## config.mk

```make
export PLATFORM = sky130hd
export DESIGN_NAME = credit_limited_job_dispatcher_unit
export DESIGN_NICKNAME = d
export VERILOG_FILES = /design/src/hdl/cljd_pkg.sv /design/src/hdl/cljd_ctrl.sv /design/src/hdl/cljd_datapath.sv /design/src/hdl/credit_limited_job_dispatcher_unit.sv
export SDC_FILE = /design/constraint.sdc
export NUM_CORES = 1
export LEC_CHECK = 0
export ABC_CLOCK_PERIOD_IN_PS = 8050
export BUFFER_PORTS_ARGS = -buffer_cell sky130_fd_sc_hd__buf_4
export CAP_MARGIN = 20
export CELL_PAD_IN_SITES_DETAIL_PLACEMENT = 0
export CELL_PAD_IN_SITES_GLOBAL_PLACEMENT = 1
export CORE_UTILIZATION = 50
export CTS_CLUSTER_DIAMETER = 120
export DETAILED_ROUTE_END_ITERATION = 16
export PLACE_DENSITY = 0.93
export SLEW_MARGIN = 0
export SYNTH_ARGS = -nofsm -noshare
export SYNTH_HDL_FRONTEND = slang
export SYNTH_HIERARCHICAL = 1
export SYNTH_SLANG_ARGS = --single-unit
```

## constraint.sdc

```tcl
create_clock -name clk -period 8.05 [get_ports clk]
set_input_delay 0.805 -clock clk [delete_from_list [all_inputs] [get_ports clk]]
set_output_delay 0.805 -clock clk [all_outputs]
set_load 0.01 [all_outputs]
```

## src/hdl/cljd_pkg.sv

```systemverilog
`default_nettype none

package cljd_pkg;

  // Table geometry
  localparam int TABLE_DEPTH = 16;
  localparam int IDX_W       = $clog2(TABLE_DEPTH);
  localparam int CNT_W       = $clog2(TABLE_DEPTH + 1);
  localparam int CONN_W      = 8;

  // Field widths
  localparam int CMD_W     = 2;
  localparam int OUTCOME_W = 2;
  localparam int TIME_W    = 63;
  localparam int MAXRUN_W  = 5;
  localparam int BUDGET_W  = 11;
  localparam int ERR_W     = 2;

  // Stream and configuration widths
  localparam int IN_BITS    = CONN_W + IDX_W + OUTCOME_W + TIME_W;
  localparam int IN_DATA_W  = ((IN_BITS + 7) / 8) * 8;
  localparam int OUT_BITS   = 1 + IDX_W + CONN_W + IDX_W + 1 + ERR_W;
  localparam int OUT_DATA_W = ((OUT_BITS + 7) / 8) * 8;
  localparam int CFG_IDX_W  = 2;
  localparam int CFG_DATA_W = TIME_W;

  // Register reset values
  localparam logic [MAXRUN_W-1:0] MAXRUN_RST = MAXRUN_W'(4);
  localparam logic [BUDGET_W-1:0] BUDGET_RST = BUDGET_W'(16);

  typedef enum logic [CMD_W-1:0] {
    CMD_ENQUEUE  = 2'd0,
    CMD_DISPATCH = 2'd1,
    CMD_COMPLETE = 2'd2,
    CMD_ABORT    = 2'd3
  } cmd_t;

  typedef enum logic [2:0] {
    ST_EMPTY   = 3'd0,
    ST_QUEUED  = 3'd1,
    ST_RUNNING = 3'd2,
    ST_DONE    = 3'd3,
    ST_FAILED  = 3'd4,
    ST_ABORTED = 3'd5
  } job_state_t;

  typedef enum logic [OUTCOME_W-1:0] {
    OUT_OK      = 2'd0,
    OUT_ABORTED = 2'd1,
    OUT_FAILED  = 2'd2
  } outcome_t;

  typedef enum logic [ERR_W-1:0] {
    ERR_NONE = 2'd0,
    ERR_FULL = 2'd1,
    ERR_SLOT = 2'd2
  } err_t;

  typedef enum logic [CFG_IDX_W-1:0] {
    REG_MAX_RUN = 2'd0,
    REG_BUDGET  = 2'd1,
    REG_START   = 2'd2,
    REG_STOP    = 2'd3
  } cfg_reg_t;

  // Controller to datapath commands
  typedef struct packed {
    logic load;  // capture the accepted word and the table lookups
    logic exec;  // apply the command and load the result register
  } cljd_ctl_t;

endpackage

`default_nettype wire

```

## src/hdl/cljd_ctrl.sv

```systemverilog
`default_nettype none

module cljd_ctrl
  import cljd_pkg::*;
(
  input  wire logic      clk,
  input  wire logic      rst,
  input  wire logic      s_tvalid,
  output logic           s_tready,
  output logic           m_tvalid,
  input  wire logic      m_tready,
  output cljd_ctl_t      ctl
);

  typedef enum logic {
    IDLE,
    EXEC
  } state_t;

  state_t state;

  // Take a word only between items; the result register sits apart
  assign s_tready = (state == IDLE);
  assign ctl.load = s_tvalid && s_tready;
  assign ctl.exec = (state == EXEC) && (!m_tvalid || m_tready);

  // Hold state and the result valid flag
  always_ff @(posedge clk) begin
    if (rst) begin
      state    <= IDLE;
      m_tvalid <= 1'b0;
    end else begin
      unique case (state)
        IDLE: begin
          if (ctl.load) state <= EXEC;
        end
        EXEC: begin
          if (ctl.exec) state <= IDLE;
        end
        default: state <= IDLE;
      endcase
      if (ctl.exec) begin
        m_tvalid <= 1'b1;
      end else if (m_tready) begin
        m_tvalid <= 1'b0;
      end
    end
  end

endmodule

`default_nettype wire

```

## src/hdl/cljd_datapath.sv

```systemverilog
`default_nettype none

module cljd_datapath
  import cljd_pkg::*;
(
  input  wire logic                  clk,
  input  wire logic                  rst,
  input  wire cljd_ctl_t             ctl,
  input  wire logic [IN_DATA_W-1:0]  s_tdata,
  input  wire logic [CMD_W-1:0]      s_tuser,
  output logic      [OUT_DATA_W-1:0] m_tdata,
  input  wire logic                  cfg_we,
  input  wire logic [CFG_IDX_W-1:0]  cfg_index,
  input  wire logic [CFG_DATA_W-1:0] cfg_data
);

  // Configuration registers
  logic [MAXRUN_W-1:0] max_running_jobs;
  logic [BUDGET_W-1:0] total_connection_budget;
  logic [TIME_W-1:0]   start_time;
  logic [TIME_W-1:0]   stop_time;

  // Table and counters
  job_state_t          job_status [TABLE_DEPTH];
  logic [CONN_W-1:0]   conn_mem   [TABLE_DEPTH];
  logic [CNT_W-1:0]    job_count;
  logic [BUDGET_W-1:0] connections_in_use;
  logic [CNT_W-1:0]    running_count;
  logic                abort_flag;
  logic                halted_flag;

  // Captured item
  cmd_t                cmd;
  logic [CONN_W-1:0]   need;
  logic [IDX_W-1:0]    slot;
  logic [OUTCOME_W-1:0] outcome;
  logic                before_start;
  logic                past_stop;
  logic [IDX_W-1:0]    first_queued;
  logic                any_queued;
  logic                any_live;
  logic [CONN_W-1:0]   conn_rd;

  // Input field slices
  logic [CONN_W-1:0]    in_need;
  logic [IDX_W-1:0]     in_slot;
  logic [OUTCOME_W-1:0] in_outcome;
  logic [TIME_W-1:0]    in_now;

  assign in_need    = s_tdata[CONN_W-1:0];
  assign in_slot    = s_tdata[CONN_W +: IDX_W];
  assign in_outcome = s_tdata[CONN_W+IDX_W +: OUTCOME_W];
  assign in_now     = s_tdata[CONN_W+IDX_W+OUTCOME_W +: TIME_W];

  // Scan the table for the first queued slot and any live job
  logic [IDX_W-1:0] scan_idx;
  logic             scan_queued;
  logic             scan_live;

  always_comb begin
    scan_idx    = '0;
    scan_queued = 1'b0;
    scan_live   = 1'b0;
    for (int i = TABLE_DEPTH - 1; i >= 0; i--) begin
      if (job_status[i] == ST_QUEUED) begin
        scan_idx    = IDX_W'(i);
        scan_queued = 1'b1;
      end
      if (job_status[i] == ST_QUEUED || job_status[i] == ST_RUNNING) scan_live = 1'b1;
    end
  end

  // Write configuration
  always_ff @(posedge clk) begin
    if (rst) begin
      max_running_jobs        <= MAXRUN_RST;
      total_connection_budget <= BUDGET_RST;
      start_time              <= '0;
      stop_time               <= '0;
    end else if (cfg_we) begin
      unique case (cfg_reg_t'(cfg_index))
        REG_MAX_RUN: max_running_jobs        <= cfg_data[MAXRUN_W-1:0];
        REG_BUDGET:  total_connection_budget <= cfg_data[BUDGET_W-1:0];
        REG_START:   start_time              <= cfg_data[TIME_W-1:0];
        REG_STOP:    stop_time               <= cfg_data[TIME_W-1:0];
        default: ;
      endcase
    end
  end

  // Capture the word, the time checks and the table lookups
  always_ff @(posedge clk) begin
    if (ctl.load) begin
      cmd          <= cmd_t'(s_tuser);
      need         <= in_need;
      slot         <= in_slot;
      outcome      <= in_outcome;
      before_start <= (start_time != '0) && (in_now < start_time);
      past_stop    <= (stop_time != '0) && (in_now >= stop_time);
      first_queued <= scan_idx;
      any_queued   <= scan_queued;
      any_live     <= scan_live;
    end
  end

  // Decide the command's effect
  logic                grant;
  logic                halt_set;
  logic                enq_ok;
  logic                comp_ok;
  err_t                err;
  logic [CONN_W-1:0]   need_eff;
  logic [CONN_W-1:0]   in_need_eff;
  logic [BUDGET_W-1:0] budget_left;
  logic [CONN_W-1:0]   use_conn;
  logic [BUDGET_W-1:0] back;
  job_state_t          done_state;

  always_comb begin
    grant       = 1'b0;
    halt_set    = 1'b0;
    enq_ok      = 1'b0;
    comp_ok     = 1'b0;
    err         = ERR_NONE;
    need_eff    = (conn_rd == '0) ? CONN_W'(1) : conn_rd;
    in_need_eff = (need == '0) ? CONN_W'(1) : need;
    budget_left = total_connection_budget - connections_in_use;
    use_conn    = (BUDGET_W'(need_eff) <= budget_left) ? need_eff : budget_left[CONN_W-1:0];
    back        = BUDGET_W'(conn_rd);
    unique case (outcome_t'(outcome))
      OUT_OK:      done_state = ST_DONE;
      OUT_ABORTED: done_state = ST_ABORTED;
      default:     done_state = ST_FAILED;
    endcase
    unique case (cmd)
      CMD_ENQUEUE: begin
        if (job_count == CNT_W'(TABLE_DEPTH)) err = ERR_FULL;
        else enq_ok = 1'b1;
      end
      CMD_DISPATCH: begin
        priority if (halted_flag) begin
        end else if (abort_flag) begin
          halt_set = 1'b1;
        end else if (before_start) begin
        end else if (!any_live) begin
          halt_set = 1'b1;
        end else if (past_stop) begin
          halt_set = (running_count == '0);
        end else if (running_count >= max_running_jobs) begin
        end else if (total_connection_budget <= connections_in_use) begin
        end else begin
          grant = any_queued;
        end
      end
      CMD_COMPLETE: begin
        if (job_status[slot] != ST_RUNNING) err = ERR_SLOT;
        else comp_ok = 1'b1;
      end
      CMD_ABORT: halt_set = 1'b1;
      default: ;
    endcase
  end

  // Apply the command to the table and counters
  always_ff @(posedge clk) begin
    if (rst) begin
      for (int i = 0; i < TABLE_DEPTH; i++) job_status[i] <= ST_EMPTY;
      job_count          <= '0;
      connections_in_use <= '0;
      running_count      <= '0;
      abort_flag         <= 1'b0;
      halted_flag        <= 1'b0;
    end else if (ctl.exec) begin
      if (enq_ok) begin
        job_status[job_count[IDX_W-1:0]] <= ST_QUEUED;
        job_count <= job_count + CNT_W'(1);
      end
      if (grant) begin
        job_status[first_queued] <= ST_RUNNING;
        connections_in_use <= connections_in_use + BUDGET_W'(use_conn);
        running_count      <= running_count + CNT_W'(1);
      end
      if (comp_ok) begin
        job_status[slot] <= done_state;
        connections_in_use <= (back >= connections_in_use) ? '0 : connections_in_use - back;
        if (running_count != '0) running_count <= running_count - CNT_W'(1);
      end
      if (cmd == CMD_ABORT) abort_flag <= 1'b1;
      if (halt_set) halted_flag <= 1'b1;
    end
  end

  // Connection memory: one write port, one registered read port
  always_ff @(posedge clk) begin
    if (ctl.exec && enq_ok) begin
      conn_mem[job_count[IDX_W-1:0]] <= in_need_eff;
    end else if (ctl.exec && grant) begin
      conn_mem[first_queued] <= use_conn;
    end
    if (ctl.load) begin
      conn_rd <= (cmd_t'(s_tuser) == CMD_COMPLETE) ? conn_mem[in_slot] : conn_mem[scan_idx];
    end
  end

  // Load the result register
  always_ff @(posedge clk) begin
    if (ctl.exec) begin
      m_tdata <= OUT_DATA_W'({
        err,
        halted_flag | halt_set,
        enq_ok ? job_count[IDX_W-1:0] : IDX_W'(0),
        grant ? use_conn : CONN_W'(0),
        grant ? first_queued : IDX_W'(0),
        grant
      });
    end
  end

endmodule

`default_nettype wire

```

## src/hdl/credit_limited_job_dispatcher_unit.sv

```systemverilog
// Each accepted item is captured, then executed into the result register once that register is free.
// The controller takes one item at a time: no new word is accepted until the last one is executed.
// A waiting result sits in an output register, so the next word is accepted meanwhile.
// Reset (rst, synchronous): table empty, counters and flags clear, registers to
// max_running_jobs 4, budget 16, start and stop times 0.
`default_nettype none

module credit_limited_job_dispatcher_unit
  import cljd_pkg::*;
(
  input  wire logic                  clk,
  input  wire logic                  rst,
  input  wire logic                  s_tvalid,
  output logic                       s_tready,
  input  wire logic [IN_DATA_W-1:0]  s_tdata,  // need_connections, slot_index, outcome, now_time
  input  wire logic [CMD_W-1:0]      s_tuser,  // cmd
  output logic                       m_tvalid,
  input  wire logic                  m_tready,
  // grant_valid, grant_slot, grant_connections, enqueue_slot, finished, error
  output logic      [OUT_DATA_W-1:0] m_tdata,
  input  wire logic                  cfg_we,
  input  wire logic [CFG_IDX_W-1:0]  cfg_index,
  input  wire logic [CFG_DATA_W-1:0] cfg_data
);

  cljd_ctl_t ctl;

  cljd_ctrl u_ctrl (
    .clk      (clk),
    .rst      (rst),
    .s_tvalid (s_tvalid),
    .s_tready (s_tready),
    .m_tvalid (m_tvalid),
    .m_tready (m_tready),
    .ctl      (ctl)
  );

  cljd_datapath u_dp (
    .clk       (clk),
    .rst       (rst),
    .ctl       (ctl),
    .s_tdata   (s_tdata),
    .s_tuser   (s_tuser),
    .m_tdata   (m_tdata),
    .cfg_we    (cfg_we),
    .cfg_index (cfg_index),
    .cfg_data  (cfg_data)
  );

endmodule

`default_nettype wire

```

==> results.cfg, run 1 <==
[setup_path]
timing.critical_path.buf_inv = 3
critical_path_arrival_ps = 6470
crit_path_end = u_dp/connections_in_use[8]
cpMostUsedCell = a21oi_1
critical-path-slowest-cell = o31ai_1
endpoint_kind = register
required_ps = 8520
critical-path-max-stage-delay_ps = 490
worst-r2r-setup-slack_ps = 2050
timing.critical_path.fanout_max = 8
r2r_cells = 25
r2r-start = u_dp/connections_in_use[1]
critical_path.top_delay_family = compound AO/OA/AOI/OAI gates
worst_r2r_endpoint = u_dp/connections_in_use[8]
path_depth = 25
crit_path_kind = register to register
category_of_the_worst_setup_path_launch_point = register
crit_path_start = u_dp/connections_in_use[1]

[timing]
setup_repair_after_global_routing_missed_its_margin = false
drv_slew = 0
timing.slew.headroom = 0.196
report.final.setup_viol = 0
timing_limited_maximum_frequency_mhz = 167
setup-tns-final_ps = 0
worst_pin_slew_ps = 1210
final.period_utilization = 0.745
timing.final.crit_period_ps = 6000
clock_skew_ps = 27.8
final_hold_viol_count = 0

[placed_design]
port_buffers = 170
place_hpwl_um = 44200
dpl_cells = 2961
routabilityCongestion = 0.935
dpl-instance-area_um2 = 23900

[yosys]
muxShareOfSynthArea = 0.0741
biggest_area_consumer_among_synthesized_cells = edfxtp_1
synth-main-ff-cell = edfxtp_1
synth_simple_gate_area_frac = 0.167
synth_area_um2 = 22100
synth_async_sr_flop_share = 0
share_of_synthesized_area_occupied_by_flip_flops_and_latches = 0.464
synth_seq_cells = 399
synth_edf_count = 228
synth_area_leaders = edfxtp_1 (31%), dfxtp_1 (15%), ha_1 (9.6%)
synthesis.instances = 2289
postSynthAreaPerCell_um2 = 9.66
synth_cell_type_count = 77
synth.yosys.warnings = 6
yosys.area_share.adder = 0.0983
synth_compound_area_frac = 0.133
yosys.area.top_type_share = 0.310
synth_top_family_by_area = simple AND/OR/NAND/NOR gates
synth_xor_area_frac = 0.00832

[clocking]
cts_setup_buffers = 0
max-clock-path-buffers = 3
clk_latency_ps = 590
cts_made_buffers = 43
ctsHtreeMaxLevel = 2
tritoncts = done
ctsHoldBuffers = 0
worst_setup_hold_path_clk_slew_ps = 60
postcts_resize_cnt = 0
cts_sinks = 399
cts_root_buffer = clkbuf_16

[layout]
fillerInstances = 3740
final_cells = 3041
layout_commonest_cell = nand2_1
stdcell_area_um2 = 25300
nNetsFinal = 2747
post_route_cells_drive_above_1_share = 0.137
layout.core_utilization = 0.583
final_cell_mix = nand2_1 (341), a21oi_1 (246), edfxtp_1 (228)
area.growth.synth_to_final_pct = 14.3

[global_routing]
grt_pass1_wl_um = 96900
globalRouteOverflowTotal = 0
global_route.usage.met3 = 0.0422
grt_antenna_before_repair = 2
global_route.usage.met2 = 0.443
grtUsageMet1 = 0.386
grtUsageTotal = 0.279
grt_start_max_net_pins = 102
grt_peak_use_layer = met2
grt_pass1_vias = 17600

[die]
core-area_um2 = 43400
io_pins = 178
initial_cell_density_of_the_core = 0.510
die_height_um = 212
core.rowCount = 76
die_w_um = 212
die_area_um2 = 45100

[drt]
number_of_detailed_routing_iterations_run_before_antenna_repair = 5
drt_wl_total_um = 62500
post_route_drc = 0
routed_via_density = 5.96
avgRoutedWirePerCell_um = 20.6
drtIter0Drc = 1962
route.vias.total = 18100
antenna_left = 0

[power]
leak_pwr_nw = 9.65
worst_ir_drop_vdd_uv = 141
power.density_nw_per_um2 = 195
power.total_mw = 4.92

[run]
maxCapViolations = 0

[status]
outcome = completed

[worst_hold_path]
hold_path_class = primary input to register
## kinds of logic (layout without fill, tap and decap cells)
logic type               after synthesis  after routing
other                                  1              5
flip-flops                           399            399
AND/OR/NAND/NOR                      779            779
AO/OA/AOI/OAI                        491            491
multiplexers                         113            113
buffers and inverters                313            476
XOR/XNOR                              21             21
adder cells (fa/ha/maj)              172            172
## through the flow
stage	hold slack (ps)	worst slack, ps
2_1_floorplan	437	2920
3_3_place_gp	448	2380
3_5_place_dp	460	2130
4_1_cts	366	2150
5_1_grt	368	1460
6_report	391	2050
## synth_stat cells, types with 4 or more instances
library cell,instances
buf_4,4
nand4_1,54
mux2i_1,67
and2_1,7
inv_1,202
o2111ai_1,4
nand2b_1,18
nor2b_1,17
nand3_1,42
ha_1,169
o21bai_1,4
o21ai_0,76
and3_1,6
clkbuf_1,91
o221ai_1,5
o22ai_1,5
dfxtp_1,171
nor3_1,44
a211o_1,4
edfxtp_1,228
nor2_1,131
nand4b_1,4
nand2_1,341
xnor2_1,15
a221oi_1,7
mux2_2,6
o211ai_1,9
or3b_2,4
nor4_1,46
mux4_2,40
nor3b_1,31
a31oi_1,14
a211oi_1,20
a21oi_1,247
or2_2,12
a2111oi_0,6
o31ai_1,5
xor2_1,6
a21o_1,49
o21a_1,7
buf_1,12
## registers in the layout, indices dropped and copies added, names as in the netlist, 2 cells and up, named ones only
signal	cells
u_dp/outcome	2
u_dp/job_count	5
u_dp/start_time	63
u_dp/cmd	2
u_dp/total_connection_budget	11
u_dp/connections_in_use	11
u_dp/stop_time	63
u_dp/running_count	5
u_dp/m_tdata	20
u_dp/slot	4
u_dp/conn_mem	128
u_dp/need	8
u_dp/job_status	48
u_dp/conn_rd	8
u_dp/max_running_jobs	5
u_dp/first_queued	4
## where the power goes
part / total (mW) / switching, mW / internal (mW)
sequential: 2.26 / 0.0491 / 2.22
clock: 1.92 / 0.826 / 1.09
combinational: 0.738 / 0.435 / 0.303
total: 4.92 / 1.31 / 3.61
## how the worst min path moves through the flow
stage	startpoint	to	slack [ps]	depth (start not counted)
floorplan	u_dp/abort_flag	u_dp/abort_flag	440	2
global placement	u_dp/abort_flag	u_dp/abort_flag	450	2
detailed placement	u_dp/abort_flag	u_dp/abort_flag	460	2
CTS	s_tuser[1]	u_dp/cmd[1]	370	1
global route	s_tdata[5]	u_dp/need[5]	370	1
finish	s_tuser[1]	u_dp/cmd[1]	390	1
## routing by layer
metal	vias up	share of wire
met5	-	0.00013
met3	134	0.084
met1	8697	0.43
met4	2	0.029
li1	8519	-
met2	777	0.45
## cell type report
type / instances / area [um2] / share of cell area
repair buffers: 197 / 1480 / 0.0587
well taps: 585 / 732 / 0.0290
clock inverters: 11 / 114 / 0.00450
multi-input cells: 1580 / 10700 / 0.423
flip-flops and latches: 399 / 10300 / 0.406
diodes: 1 / 2.50 / 0.0000990
clock buffers: 66 / 1230 / 0.0488
inverters: 202 / 758 / 0.0300
(Power assumes the default switching activity.)
==> run 2, diff against run 1 <==
Settings changed: ABC_CLOCK_PERIOD_IN_PS 8050 to 6000, CORE_UTILIZATION 50 to 48, PLACE_DENSITY 0.93 to 0.9.
Clock period 8.05 ns to 6 ns, I/O delays scaled along.
==> run 2 against run 1 <==
Utilization decreased by 2.1 points. Sequential share of layout area decreased by 0.32 points. Combinational power increased by 35%. Count of clock-buffer cells in the layout decreased by 14. Critical path depth increased by 2.
==> results.cfg, run 2 (same netlist as run 1, synthesis figures left out) <==
[clocking]
max-clock-path-buffers = 3
cts_root_buffer = clkbuf_16
ctsHoldBuffers = 0
worst_setup_hold_path_clk_slew_ps = 60
ctsHtreeMaxLevel = 2
clk_latency_ps = 600
cts_sinks = 399
tritoncts = done
cts_made_buffers = 44
cts_setup_buffers = 0

[setup_path]
r2r_cells = 27
critical-path-max-stage-delay_ps = 420
endpoint_kind = register
critical-path-slowest-cell = fa_1
required_ps = 6480
category_of_the_worst_setup_path_launch_point = register
r2r-start = u_dp/connections_in_use[0]
critical_path_arrival_ps = 5910
timing.critical_path.fanout_max = 4
worst_r2r_endpoint = u_dp/connections_in_use[8]
worst-r2r-setup-slack_ps = 580
crit_path_kind = register to register

[drt]
avgRoutedWirePerCell_um = 20.2
post_route_drc = 0
route.vias.total = 17900
number_of_detailed_routing_iterations_run_before_antenna_repair = 7
antenna_left = 0
routed_via_density = 5.85
drt_wl_total_um = 62100
drtIter0Drc = 1504

[layout]
multi_input_comb_area_um2 = 10700
stdcell_area_um2 = 25500
sequential_cell_area_um2 = 10300
post_route_cells_drive_above_1_share = 0.145
layout_commonest_cell = nand2_1
largest_reg_flops = 128
fillerInstances = 3970
area.growth.synth_to_final_pct = 15.2
layout_top_registers = u_dp/conn_mem (128), u_dp/start_time (63), u_dp/stop_time (63)
n_antenna_cell = 0
registers.top_by_ff_count = u_dp/conn_mem
final_cell_mix = nand2_1 (341), a21oi_1 (244), edfxtp_1 (228)
nNetsFinal = 2758
layout.core_utilization = 0.561

[timing]
worst_pin_slew_ps = 1050
report.final.setup_viol = 0
clock_skew_ps = 28.6
drv_slew = 0
final_hold_viol_count = 0
setup_repair_after_global_routing_missed_its_margin = false
final.period_utilization = 0.903
timing_limited_maximum_frequency_mhz = 184
setup-tns-final_ps = 0
timing.final.crit_period_ps = 5420
timing.slew.headroom = 0.296

[global_routing]
globalRouteOverflowTotal = 0
grt_pass1_vias = 17300
grtUsageTotal = 0.263
grt_start_max_net_pins = 64
grt_pass1_wl_um = 96100
grt_antenna_before_repair = 1

[die]
die_height_um = 217
die_area_um2 = 46900
initial_cell_density_of_the_core = 0.487
core.rowCount = 78
die_w_um = 217
io_pins = 178
core-area_um2 = 45400

[worst_hold_path]
worstHoldStart = s_tdata[5]
hold_depth = 1
hold_path_class = primary input to register
whs_endpoint = u_dp/need[5]

[placed_design]
dpl-instance-area_um2 = 24000
routabilityCongestion = 0.916
port_buffers = 170
place_hpwl_um = 45400

[run]
maxCapViolations = 0

[status]
outcome = completed

[power]
power.density_nw_per_um2 = 263
worst_ir_drop_vdd_uv = 168
leak_pwr_nw = 9.77
## run 2: changes by cell type in the layout (fill, tap and decap cells not counted), sizes merged
cell	delta
clkbuf	-14
clkinvlp	-1
buf	+10
diode	-1
bufinv	+2
clkinv	+16
## run 2: worst max-delay path by stage
stage,start,to,slack [ps],depth (start not counted)
detailed placement,u_dp/connections_in_use[1],u_dp/connections_in_use[8],310,26
global placement,u_dp/connections_in_use[1],u_dp/connections_in_use[8],470,26
floorplan,u_dp/connections_in_use[1],u_dp/connections_in_use[8],870,27
CTS,u_dp/connections_in_use[1],u_dp/connections_in_use[8],250,26
finish,u_dp/connections_in_use[0],u_dp/connections_in_use[8],580,27
global route,u_dp/connections_in_use[0],u_dp/connections_in_use[8],50,27
## run 2: metal layers
layer | global-route usage | vias up | routed length [um]
met4 | 0.0887 | 2 | 1880
met1 | 0.362 | 8619 | 27700
met3 | 0.0504 | 135 | 4380
met5 | 0 | - | 13
met2 | 0.416 | 641 | 28200
li1 | - | 8537 | -
## run 2: per-stage QoR
step | instances | hold WS (ps) | setup WS, ps | total power, mW
2_1_floorplan | 2292 | 437 | 867 | 3.72
3_3_place_gp | 2986 | 448 | 467 | 4.04
3_5_place_dp | 2988 | 462 | 315 | 4.07
4_1_cts | 3068 | 146 | 250 | 6.73
5_1_grt | 3068 | 156 | 53.1 | 6.96
6_report | 3068 | 175 | 580 | 6.69
## run 2: power breakdown
group	internal, mW	leakage [nW]	switching (mW)	total [mW]
Combinational	0.413	5.52	0.581	0.994
Sequential	2.97	3.54	0.0641	3.04
Clock	1.53	0.709	1.14	2.66
## run 2: repair_timing
| action | in CTS | in global routing |
|---|---|---|
| endpoints found under the hold margin | 0 | 0 |
| gates resized for setup | 0 | 7 |
| setup endpoints to repair | 0 | 3 |
## run 2: layout make-up
class | instances | share of cell area
multi-input cells | 1580 | 0.420
inverters | 202 | 0.0298
clock inverters | 28 | 0.0102
well taps | 600 | 0.0295
flip-flops and latches | 399 | 0.403
repair buffers | 207 | 0.0619
clock buffers | 52 | 0.0456
## run 2: critical path: cells and delay by family (launching register included)
kind                     cells  cell delay (ps)
multiplexers                 1              300
AND/OR/NAND/NOR              4              280
flip-flops                   1              350
XOR/XNOR                     1              170
adder cells (fa/ha/maj)      5             1510
AO/OA/AOI/OAI               13             2500
buffers and inverters        3              180
==> run 3, diff against run 2 <==
Settings changed: PLACE_DENSITY 0.9 to 0.87.
==> run 3 against run 2 <==
Combinational power increased by 0.4%. Power increased by 0.70%. Worst hold slack improved by 17 ps. Routed wire length increased by 2.3%. Sequential share of layout area about the same. Largest power group unchanged. Highest routed layer unchanged.
==> results.cfg, run 3 (same netlist as run 1, synthesis figures left out) <==
[setup_path]
crit_path_end = u_dp/connections_in_use[8]
worst-r2r-setup-slack_ps = 420
r2r_cells = 26
critical_path_arrival_ps = 6060
required_ps = 6480
category_of_the_worst_setup_path_launch_point = register
endpoint_kind = register
crit_path_start = u_dp/connections_in_use[1]
crit_path_kind = register to register
r2r-start = u_dp/connections_in_use[1]
worst_r2r_endpoint = u_dp/connections_in_use[8]
timing.critical_path.fanout_max = 5

[clocking]
cts_made_buffers = 45
cts_setup_buffers = 0
tritoncts = done
cts_sinks = 399
worst_setup_hold_path_clk_slew_ps = 60
cts_root_buffer = clkbuf_16
ctsHtreeMaxLevel = 2
max-clock-path-buffers = 3
clk_latency_ps = 600

[drt]
routed_via_density = 5.87
antenna_left = 0
post_route_drc = 0
avgRoutedWirePerCell_um = 20.7
number_of_detailed_routing_iterations_run_before_antenna_repair = 6
drtIter0Drc = 1764
route.vias.total = 18000
drt_wl_total_um = 63600

[timing]
drv_slew = 0
setup_repair_after_global_routing_missed_its_margin = false
worst_pin_slew_ps = 1140
clock_skew_ps = 26.1
timing.slew.headroom = 0.238
final.period_utilization = 0.930
timing_limited_maximum_frequency_mhz = 179
timing.final.crit_period_ps = 5580
fin_ws_ps = 421
setup-tns-final_ps = 0
hold_slack_ps = 192
report.final.setup_viol = 0
final_hold_viol_count = 0

[global_routing]
grt_start_max_net_pins = 105
globalRouteOverflowTotal = 0
grtUsageTotal = 0.271
grt_antenna_before_repair = 3
grt_pass1_vias = 17300
grt_pass1_wl_um = 98300

[power]
worst_ir_drop_vdd_uv = 200
net-switching-power_mw = 1.80
clock_power_share = 0.401
pwr-share-comb = 0.148
power.density_nw_per_um2 = 264
power.total_mw = 6.74
leak_pwr_nw = 9.75
swShare = 0.268
power.share.sequential = 0.451
intPower_mw = 4.94

[run]
maxCapViolations = 0

[placed_design]
placement.setup.worst_slack_ps = 365
port_buffers = 170
routabilityCongestion = 0.928
place_hpwl_um = 44900

[die]
die_height_um = 217
core.rowCount = 78
io_pins = 178
die_w_um = 217
initial_cell_density_of_the_core = 0.487
core-area_um2 = 45400
die_area_um2 = 46900

[layout]
nNetsFinal = 2757
final_cell_mix = nand2_1 (341), a21oi_1 (245), edfxtp_1 (228)
largest_reg_flops = 128
layout_top_registers = u_dp/conn_mem (128), u_dp/start_time (63), u_dp/stop_time (63)
layout_commonest_cell = nand2_1
registers.top_by_ff_count = u_dp/conn_mem
post_route_cells_drive_above_1_share = 0.141
area.growth.synth_to_final_pct = 15.3

[worst_hold_path]
hold_path_class = primary input to register

[status]
outcome = completed
[run 3: area by class of cell]
| cell class | instances | area (um2) |
|---|---|---|
| fillers | 3999 | 19900 |
| well taps | 600 | 751 |
| clock buffers | 62 | 1250 |
| flip-flops and latches | 399 | 10300 |
| inverters | 202 | 758 |
| clock inverters | 22 | 208 |
| multi-input cells | 1580 | 10700 |
| repair buffers | 205 | 1560 |
| diodes | 2 | 5.00 |
[run 3: worst min path at each step]
| stage | cells after the start | start | slack (ps) | to |
|---|---|---|---|---|
| floorplan | 2 | u_dp/abort_flag | 440 | u_dp/abort_flag |
| global placement | 2 | u_dp/abort_flag | 450 | u_dp/abort_flag |
| detailed placement | 2 | u_dp/start_time[32] | 460 | u_dp/start_time[32] |
| CTS | 1 | s_tdata[1] | 160 | u_dp/need[1] |
| global route | 1 | s_tdata[1] | 170 | u_dp/need[1] |
| finish | 1 | s_tdata[1] | 190 | u_dp/need[1] |
[run 3: timing repair]
item / 4_1_cts / 5_1_grt
hold buffers: 0 / 0
hold endpoints to repair: 0 / 0
endpoints found under the setup margin: 0 / 2
resized for setup: 0 / 3
[run 3: layer usage]
layer / GRT usage / part of all wire
met1: 0.393 / 0.45
met2: 0.410 / 0.45
met3: 0.0484 / 0.080
met4: 0.0847 / 0.024
met5: 0 / 0.00020
[run 3: worst max-delay path, cell delays in order, from the launching register on]
cell	delay [ps]
dfxtp_1	460
inv_1	140
fa_1	460
a21o_1	210
a21oi_2	210
o21bai_1	100
a21oi_1	220
xnor2_1	200
inv_1	80
ha_1	290
nand2_1	60
o32ai_1	80
a21oi_1	120
nand2_1	60
a211o_1	340
mux2_2	280
inv_1	50
ha_1	200
fa_1	410
a21o_1	200
a21oi_1	230
nor2b_1	70
o21ai_0	230
a21oi_1	170
o21ai_0	180
nor3_1	70
a2111oi_1	320
[run 3: power groups by stage]
stage          clock network, mW  logic (mW)  registers [mW]
6_report                    2.71       0.998            3.04
5_1_grt                     2.86        1.09            3.05
4_1_cts                     2.76       0.983            3.04
3_5_place_dp                   0       0.976            3.09
3_3_place_gp                   0       0.954            3.09
2_1_floorplan                  0       0.647            3.07
[run 3: per-stage QoR]
step                      cell area (um2)  utilization  cells
after floorplan                     22100            -   2292
after global placement              24000        0.528   2980
after detailed placement            24000        0.528   2980
after CTS                           25400        0.560   3064
after global routing                25500        0.562   3072
final                               25500        0.562   3072
